### src/cdsc_pkg.sv
// Shared types, constants and calendar functions for the date step counter.
`default_nettype none

package cdsc_pkg;

  localparam int YEAR_BITS = 12;

  typedef logic [YEAR_BITS-1:0] year_t;
  typedef logic [4:0]           day_t;
  typedef logic [3:0]           month_t;

  typedef struct packed {
    day_t   day;
    month_t month;
    year_t  year;
  } date_t;

  typedef enum logic [1:0] {
    OP_NEXT = 2'd0,
    OP_PREV = 2'd1,
    OP_SET  = 2'd2
  } op_t;

  localparam year_t  YEAR_MIN  = year_t'(1900);
  localparam year_t  YEAR_MAX  = '1;
  localparam day_t   DAY_FIRST = 5'd1;
  localparam day_t   DAY_LAST  = 5'd31;
  localparam month_t MONTH_JAN = 4'd1;
  localparam month_t MONTH_FEB = 4'd2;
  localparam month_t MONTH_APR = 4'd4;
  localparam month_t MONTH_JUN = 4'd6;
  localparam month_t MONTH_SEP = 4'd9;
  localparam month_t MONTH_NOV = 4'd11;
  localparam month_t MONTH_DEC = 4'd12;

  // 25 * INV25 == 1 modulo 2^YEAR_BITS; y is a multiple of 25 exactly when
  // y * INV25 (mod 2^YEAR_BITS) is no more than floor((2^YEAR_BITS - 1) / 25).
  // The inverse modulo 2^16, truncated, is the inverse for any smaller width.
  localparam int    INV25_16    = 23593;
  localparam year_t INV25       = year_t'(INV25_16);
  localparam year_t DIV25_LIMIT = year_t'(((1 << YEAR_BITS) - 1) / 25);

  localparam date_t DATE_RESET = '{day: DAY_FIRST, month: MONTH_JAN, year: YEAR_MIN};

  // Leap when divisible by 4 and not by 100, or divisible by 400.
  function automatic logic is_leap(year_t y);
    year_t prod;
    logic  div25;
    prod  = y * INV25;
    div25 = (prod <= DIV25_LIMIT);
    return (y[1:0] == 2'd0) && (!div25 || (y[3:0] == 4'd0));
  endfunction

  function automatic day_t month_len(month_t m, year_t y);
    day_t len;
    len = DAY_LAST;
    if (m == MONTH_FEB) begin
      len = is_leap(y) ? 5'd29 : 5'd28;
    end else if (m == MONTH_APR || m == MONTH_JUN || m == MONTH_SEP || m == MONTH_NOV) begin
      len = 5'd30;
    end
    return len;
  endfunction

endpackage

`default_nettype wire

### src/cdsc_step.sv
// Next-date logic: next day, previous day and validated load.
`default_nettype none

module cdsc_step (
  input  wire logic [1:0]      operation,
  input  wire cdsc_pkg::date_t new_date,
  input  wire cdsc_pkg::date_t cur_date,
  output cdsc_pkg::date_t      date_next,
  output logic                 set_accepted,
  output logic                 limit_hit
);
  import cdsc_pkg::*;

  day_t   cur_len;
  day_t   prev_len;
  day_t   new_len;
  month_t prev_month;
  logic   new_valid;

  assign cur_len    = month_len(cur_date.month, cur_date.year);
  assign prev_month = cur_date.month - 4'd1;
  assign prev_len   = month_len(prev_month, cur_date.year);
  assign new_len    = month_len(new_date.month, new_date.year);

  assign new_valid = (new_date.month >= MONTH_JAN) && (new_date.month <= MONTH_DEC) &&
                     (new_date.year >= YEAR_MIN) && (new_date.day >= DAY_FIRST) &&
                     (new_date.day <= new_len);

  always_comb begin
    date_next    = cur_date;
    set_accepted = 1'b0;
    limit_hit    = 1'b0;
    case (operation)
      OP_NEXT: begin
        if (cur_date.day < cur_len) begin
          date_next.day = cur_date.day + 5'd1;
        end else if (cur_date.month < MONTH_DEC) begin
          date_next.day   = DAY_FIRST;
          date_next.month = cur_date.month + 4'd1;
        end else if (cur_date.year < YEAR_MAX) begin
          date_next.day   = DAY_FIRST;
          date_next.month = MONTH_JAN;
          date_next.year  = cur_date.year + year_t'(1);
        end else begin
          limit_hit = 1'b1;
        end
      end
      OP_PREV: begin
        if (cur_date.day > DAY_FIRST) begin
          date_next.day = cur_date.day - 5'd1;
        end else if (cur_date.month > MONTH_JAN) begin
          date_next.month = prev_month;
          date_next.day   = prev_len;
        end else if (cur_date.year > YEAR_MIN) begin
          date_next.year  = cur_date.year - year_t'(1);
          date_next.month = MONTH_DEC;
          date_next.day   = DAY_LAST;
        end else begin
          limit_hit = 1'b1;
        end
      end
      OP_SET: begin
        if (new_valid) begin
          date_next    = new_date;
          set_accepted = 1'b1;
        end
      end
      default: begin
        // unused code: hold the date, no flags
      end
    endcase
  end

endmodule

`default_nettype wire

### src/calendar_date_step_counter_top.sv
// Top level of the calendar date step counter: input stage, date state, result stage.
//
//   channel | handshake          | payload
//   --------+--------------------+-------------------------------------------------
//   in      | in_valid, in_ready | operation, new_day, new_month, new_year
//   out     | out_valid,out_ready| cur_day, cur_month, cur_year, set_accepted, limit_hit
//
// One item per clock sustained while out_ready is high.
// The date update is combinational between the input register and the result register.
// Reset sets the date to 1 Jan 1900 and empties both stages.
// A stalled result holds; the input register still takes one more item behind it.
`default_nettype none

module calendar_date_step_counter_top (
  input  wire logic                          clk,
  input  wire logic                          rst,
  input  wire logic                          in_valid,
  output logic                               in_ready,
  input  wire logic [1:0]                    operation,
  input  wire logic [4:0]                    new_day,
  input  wire logic [3:0]                    new_month,
  input  wire logic [cdsc_pkg::YEAR_BITS-1:0] new_year,
  output logic                               out_valid,
  input  wire logic                          out_ready,
  output logic [4:0]                         cur_day,
  output logic [3:0]                         cur_month,
  output logic [cdsc_pkg::YEAR_BITS-1:0]     cur_year,
  output logic                               set_accepted,
  output logic                               limit_hit
);
  import cdsc_pkg::*;

  logic       s1_valid;
  logic [1:0] s1_operation;
  date_t      s1_date;
  date_t      date_reg;
  date_t      date_next;
  logic       accepted_next;
  logic       limit_next;
  logic       s1_go;

  assign s1_go    = s1_valid && (!out_valid || out_ready);
  assign in_ready = !s1_valid || s1_go;

  cdsc_step u_step (
    .operation    (s1_operation),
    .new_date     (s1_date),
    .cur_date     (date_reg),
    .date_next    (date_next),
    .set_accepted (accepted_next),
    .limit_hit    (limit_next)
  );

  always_ff @(posedge clk) begin
    if (rst) begin
      s1_valid  <= 1'b0;
      out_valid <= 1'b0;
      date_reg  <= DATE_RESET;
    end else begin
      if (in_ready) begin
        s1_valid <= in_valid;
      end
      if (s1_go) begin
        out_valid <= 1'b1;
        date_reg  <= date_next;
      end else if (out_ready) begin
        out_valid <= 1'b0;
      end
    end
  end

  // Payload registers
  always_ff @(posedge clk) begin
    if (in_valid && in_ready) begin
      s1_operation  <= operation;
      s1_date.day   <= new_day;
      s1_date.month <= new_month;
      s1_date.year  <= new_year;
    end
    if (s1_go) begin
      cur_day      <= date_next.day;
      cur_month    <= date_next.month;
      cur_year     <= date_next.year;
      set_accepted <= accepted_next;
      limit_hit    <= limit_next;
    end
  end

`ifndef SYNTHESIS
  a_date_in_range: assert property (@(posedge clk) disable iff (rst)
    (date_reg.month >= MONTH_JAN) && (date_reg.month <= MONTH_DEC) &&
    (date_reg.year >= YEAR_MIN) && (date_reg.day >= DAY_FIRST))
    else $error("date register out of range");

  a_flags_exclusive: assert property (@(posedge clk) disable iff (rst)
    out_valid |-> !(set_accepted && limit_hit))
    else $error("set_accepted and limit_hit both high");

  a_limit_at_edge: assert property (@(posedge clk) disable iff (rst)
    (out_valid && limit_hit) |->
      ((cur_day == DAY_FIRST && cur_month == MONTH_JAN && cur_year == YEAR_MIN) ||
       (cur_day == DAY_LAST && cur_month == MONTH_DEC && cur_year == YEAR_MAX)))
    else $error("limit_hit away from a limit date");

  a_result_matches_state: assert property (@(posedge clk) disable iff (rst)
    $past(s1_go) && !$past(rst) |->
      (cur_day == date_reg.day && cur_month == date_reg.month && cur_year == date_reg.year))
    else $error("result does not match date register");
`endif

endmodule

`default_nettype wire

### config.mk
export PLATFORM = sky130hd
export DESIGN_NAME = calendar_date_step_counter_top
export DESIGN_NICKNAME = d
export VERILOG_FILES = /design/src/cdsc_pkg.sv /design/src/cdsc_step.sv /design/src/calendar_date_step_counter_top.sv
export SDC_FILE = /design/constraint.sdc
export NUM_CORES = 1
export LEC_CHECK = 0
export BUFFER_PORTS_ARGS = -buffer_cell sky130_fd_sc_hd__buf_4
export CORE_MARGIN = 3
export CORE_UTILIZATION = 55
export DETAILED_ROUTE_END_ITERATION = 16
export PLACE_DENSITY = 0.74
export SETUP_SLACK_MARGIN = 0.2
export SLEW_MARGIN = 20
export SYNTH_ARGS = -nofsm -noshare
export SYNTH_HDL_FRONTEND = slang
export SYNTH_HIERARCHICAL = 1
export SYNTH_SLANG_ARGS = --single-unit
### constraint.sdc
create_clock -name clk -period 9.6 [get_ports clk]
set_clock_uncertainty 0.2 [all_clocks]
set_input_delay 0.48 -clock clk [delete_from_list [all_inputs] [get_ports clk]]
set_output_delay 0.48 -clock clk [all_outputs]
set_load 0.01 [all_outputs]
After elaboration in Yosys (flattened, before gate mapping)
Cells that the tools add are included.
{"block": "totals", "ff_bits": 69, "input_bits": 27, "out_inout_bits": 25, "wordCells": 113}
{"block": "classes", "n_addsub": 6, "multipliers": 2, "magnitude_cmp": 13, "n_eq_ne": 17, "n_mux": 30, "n_reduce_logical": 31}
{"op": "21-bit two-way mux", "n": 3}
{"op": "21-bit case mux with 3 select lines", "n": 1}
{"op": "16-bit two-way mux", "n": 2}
{"op": "5-bit two-way mux", "n": 5}
{"op": "4-bit by 3-bit equality test with 1-bit output (second input constant)", "n": 6}
{"op": "4-bit equality test (second input constant)", "n": 6}
{"op": "12-bit by 8-bit <= comparator with 1-bit output (second input constant)", "n": 2}
{"op": "12-bit by 11-bit multiplier with 12-bit output (second input constant)", "n": 2}
{"op": "12-bit two-way mux", "n": 2}
{"op": "9-bit two-way mux", "n": 2}
{"op": "1-bit two-way mux", "n": 14}
{"op": "1-bit logical OR", "n": 13}
{"op": "12-bit by 1-bit adder with 12-bit output (second input constant)", "n": 1}
{"op": "4-bit by 2-bit equality test with 1-bit output (second input constant)", "n": 3}
{"op": "12-bit by 11-bit greater-or-equal comparator with 1-bit output (second input constant)", "n": 1}
{"op": "12-bit by 11-bit greater-than comparator with 1-bit output (second input constant)", "n": 1}
{"op": "12-bit less-than comparator (second input constant)", "n": 1}
{"op": "12-bit by 1-bit subtractor with 12-bit output (second input constant)", "n": 1}
{"op": "1-bit logical AND", "n": 8}
{"op": "4-bit logical NOT", "n": 2}
{"op": "2-bit logical NOT", "n": 3}
{"op": "5-bit by 1-bit adder with 5-bit output (second input constant)", "n": 1}
{"op": "5-bit by 1-bit greater-or-equal comparator with 1-bit output (second input constant)", "n": 1}
{"op": "5-bit by 1-bit greater-than comparator with 1-bit output (second input constant)", "n": 1}
{"op": "other kinds (14)", "n": 17}

Depth between registers and ports, before layout
{"block": "depth", "word_depth": 11, "depth_mapped": 27, "ltp_nobuf": 25}

Hierarchy
The synthesis kept the hierarchy.
{"module": "cdsc_step", "instances": 1, "cells_each": 491, "area_each_um2": 3568.4}
{"module": "calendar_date_step_counter_top", "instances": 1, "cells_each": 148, "area_each_um2": 2389.8}

Worst setup path before layout
No wires, ideal clock.
{"block": "synth_path", "path_type": "register to register", "startpoint": "register s1_date[3] in the netlist's numbering", "endpoint": "register cur_day[1], data pin", "arrival_time_ns": 4.547, "setup_slack_ns": 4.589, "stages_incl_launch_ff": 25, "n_path_buf": 2, "period_less_slack_ns": 5.011, "path_cell_list": "edfxtp_1 > ha_1 > inv_1 > fa_1 > inv_1 > ha_1 > inv_1 > fa_1 > inv_1 > a21oi_1 > o21bai_1 > a21o_1 > a21oi_1 > xnor2_1 > a31oi_1 > ha_1 > a221oi_1 > a211o_1 > nor2_2 > buf_4 > nand2_1 > buf_2 > a211oi_1 > nor2_1 > a211o_1"}
{"item": "start: declaration", "line_no": "calendar_date_step_counter_top.sv:35", "rtl": "date_t s1_date;"}
{"item": "end signal: assignment", "line_no": "calendar_date_step_counter_top.sv:81", "rtl": "cur_day <= date_next.day;"}
{"item": "end: declaration", "line_no": "calendar_date_step_counter_top.sv:25", "rtl": "output logic [4:0] cur_day,"}

==> results.sh <==
export IMPL_power_density_mw_per_mm2=131
export IMPL_worst_setup_path_end_kind="flop"
export IMPL_clk_pin_slew_ns=0.08
export IMPL_dp_hpwl_mm=10.4
export IMPL_fin_setup_tns_ns=0
export IMPL_drt_iter0_markers=383
export IMPL_ys_flop_type="edfxtp_1"
export IMPL_fin_util_pct=62.7
export IMPL_place_inst=793
export IMPL_cp_data_arrival_time_ns=5.91
export IMPL_p_leak_nw=2.66
export IMPL_setup_worst_path_start_class="flop"
export IMPL_maxSlewHeadroom_pct=34.5
export IMPL_dieArea_sq_mm=0.0121
export IMPL_p_seq_share_pct=41.9
export IMPL_rows=37
export IMPL_core_sq_mm=0.0104
export IMPL_peakVddDrop_v=0.000110
export IMPL_nets=767
export IMPL_critPathMaxFanout=12
export IMPL_max_slew_worst_pin_slew_ns=0.977
export IMPL_clk_latency_ns=0.35
export IMPL_ant_nets=0
export IMPL_post_route_period_util_pct=61.3
export IMPL_place_gp_congestion=0.955
export IMPL_worstRegToRegCells=24
export IMPL_required_ns=9.62
export IMPL_drt_wirelength_per_cell_um=17.4
export IMPL_synthArstFlopShare_pct=0
export IMPL_combPwrFrac_pct=30.8
export IMPL_synthCells=639
export IMPL_groute_usage_overall_pct=24.7
export IMPL_grt_overflow=0
export IMPL_rsz0062_at_grt="false"
export IMPL_post_cts_buffers=0
export IMPL_start_util_pct=57.2
export IMPL_maxCapViolations=0
export IMPL_fin_crit_ns=5.89
export IMPL_io_buffers=51
export IMPL_pin_count=52
export IMPL_yosysWarnings=6
export IMPL_die_w_um=110
export IMPL_antenna_found_initial=0
export IMPL_p_int_uw=572
export IMPL_numCtsBuffers=9
export IMPL_cts_tree="built"
export IMPL_yosysSeqAreaShare_pct=30.9
export IMPL_max_freq_mhz=170
export IMPL_grt_pass1_vias=4757
export IMPL_min_path_type="input pin to flop"
export IMPL_vias_per_cell=6.06
export IMPL_synth_edf_count=46
export IMPL_hold_buffers=0
export IMPL_first_pass_iters=5
export IMPL_crit_type="flop to flop"
export IMPL_synth_area_sq_mm=0.00596
export IMPL_p_sw_uw=284
export IMPL_synth_nets=738
export IMPL_die_h_um=110
export IMPL_ys_seq_elements=69
export IMPL_cts_resized=0
export IMPL_grt_pass1_wl_mm=23.2
export IMPL_drive_gt1_share_pct=14.4
export IMPL_htreeDepth=3
export IMPL_fin_cells=809
export IMPL_hold_violations=0
export IMPL_clkSinkCount=69
export IMPL_grt_max_degree=45
export IMPL_max_clock_path_buffers=2
export IMPL_num_vias=4903
export IMPL_syn_to_final_growth_pct=9.55
export IMPL_clockRootBuffer="clkbuf_8"
export IMPL_synth_cell_types=83
export IMPL_postSynthAreaPerCell_sq_um=9.32
export IMPL_whs_path_depth=1
export IMPL_drv_slew=0
export IMPL_drt_wl_total_mm=14.1
export IMPL_p_clk_share_pct=27.3
export IMPL_setup_viol=0
export IMPL_status="complete, no violations"
export IMPL_p_sw_share_pct=33.2
export IMPL_diodes=0
export IMPL_drc=0
[stage by stage]
| step | setup slack, ns | cell area, sq um | hold WS, ns | power [mW] |
|---|---|---|---|---|
| final | 3.71 | 6530 | 0.0947 | 0.855 |
| after global routing | 3.31 | 6530 | 0.0771 | 0.909 |
| after CTS | 3.77 | 6520 | 0.0781 | 0.860 |
| after detailed placement | 3.81 | 6330 | 0.334 | 0.624 |
| after global placement | 4.03 | 6330 | 0.307 | 0.612 |
| after floorplan | 4.59 | 5960 | 0.245 | 0.559 |
[power by group through the flow]
stage	clock (mW)	sequential [mW]	combinational (mW)
floorplan	0	0.356	0.203
global placement	0	0.364	0.248
detailed placement	0	0.364	0.260
CTS	0.240	0.358	0.262
global route	0.252	0.361	0.297
finish	0.234	0.358	0.263
[worst paths after layout]
path,from,end,slack (ns)
max,s1_date[3],date_reg[3],3.71
min,new_year[6],s1_date[6],0.09
max reg2reg,s1_date[3],date_reg[3],3.71
min reg2reg,s1_valid,s1_valid,0.37
[cells in the mapped netlist, types with 3 or more instances]
cell       n  area (sq um)
o31ai_1    7          52.6
nand2b_1  28           175
edfxtp_1  46          1380
clkbuf_1  17          63.8
xor2_1    10          87.6
fa_1      12           240
nor2_1    55           206
xnor2_1   26           228
dfxtp_1   23           460
and3_1     5          31.3
nand2_1   39           146
nand3_1   12          60.1
a211oi_1   6          45.0
o221ai_1   4          35.0
a221oi_1   4          35.0
o21ai_1    3          15.0
o22ai_1    7          43.8
mux2i_1   29           290
a211o_1    3          26.3
a31oi_1    5          31.3
nor2b_1    4          25.0
a31o_2     3          26.3
inv_1     60           225
o21ai_0   27           135
nor3_1    13          65.1
buf_2      8          40.0
mux2_2     3          33.8
nor3b_1    3          22.5
buf_4      7          52.6
ha_1      60           751
o21a_1     6          45.0
o21bai_1   5          37.5
nor4_1     5          31.3
nand4_1    6          37.5
a21oi_1   26           130
o22a_1     3          26.3
o32a_1     3          30.0
[cells in the final DEF, fill, tap and decap left out, types with 4 or more instances in the layout]
master,instances
a211oi_1,6
a21oi_1,25
a221oi_1,4
a31oi_1,5
and3_1,5
buf_4,54
clkbuf_8,9
dfxtp_1,23
edfxtp_1,46
fa_1,12
ha_1,60
inv_1,60
mux2i_1,29
nand2_1,39
nand2b_1,28
nand3_1,12
nand4_1,6
nor2_1,55
nor2b_1,4
nor3_1,13
nor4_1,5
o21a_1,6
o21ai_0,27
o21bai_1,5
o221ai_1,4
o22ai_1,7
o31ai_1,7
xnor2_1,26
xor2_1,10
[kinds of logic (layout without fill, tap and decap cells)]
group / Yosys count / in the layout / synth area share, %
buf+inv: 97 / 131 / 7.41
compound gates: 140 / 140 / 16.7
xor+xnor: 36 / 36 / 5.29
mux: 34 / 34 / 6.01
fa+ha+maj: 72 / 72 / 16.6
flops: 69 / 69 / 30.9
simple gates: 191 / 191 / 17.0
[critical path, cell delays in order (launching register included)]
cell and delay, ns:
edfxtp_1 0.51, ha_1 0.32, inv_1 0.05, fa_1 0.49
inv_1 0.04, ha_1 0.30, inv_1 0.06, fa_1 0.45
inv_1 0.07, a21oi_1 0.06, o21bai_1 0.26, a21o_1 0.18
a21oi_1 0.08, xnor2_1 0.16, a31oi_1 0.09, ha_1 0.29
a221oi_1 0.08, a211o_1 0.35, nor2_2 0.50, nand2_1 0.40
o22a_1 0.29, o22ai_1 0.17, a21oi_1 0.10, nor2_1 0.15
mux2i_1 0.10
[area by class of cell]
type | count | area, sq um
fill | 890 | 3890
multi-input combinational | 473 | 3690
sequential | 69 | 1840
timing repair buffer | 54 | 405
inverter | 61 | 229
tap | 136 | 170
clock buffer | 9 | 124
clock inverter | 7 | 66.3
[routing by layer]
metal	track usage [%]	part of all wire, %
met3	5.30	8.1
met4	10.4	2.5
met1	33.6	44
met5	0	0
met2	38.1	45
Power figures use the tool's default switching activity.
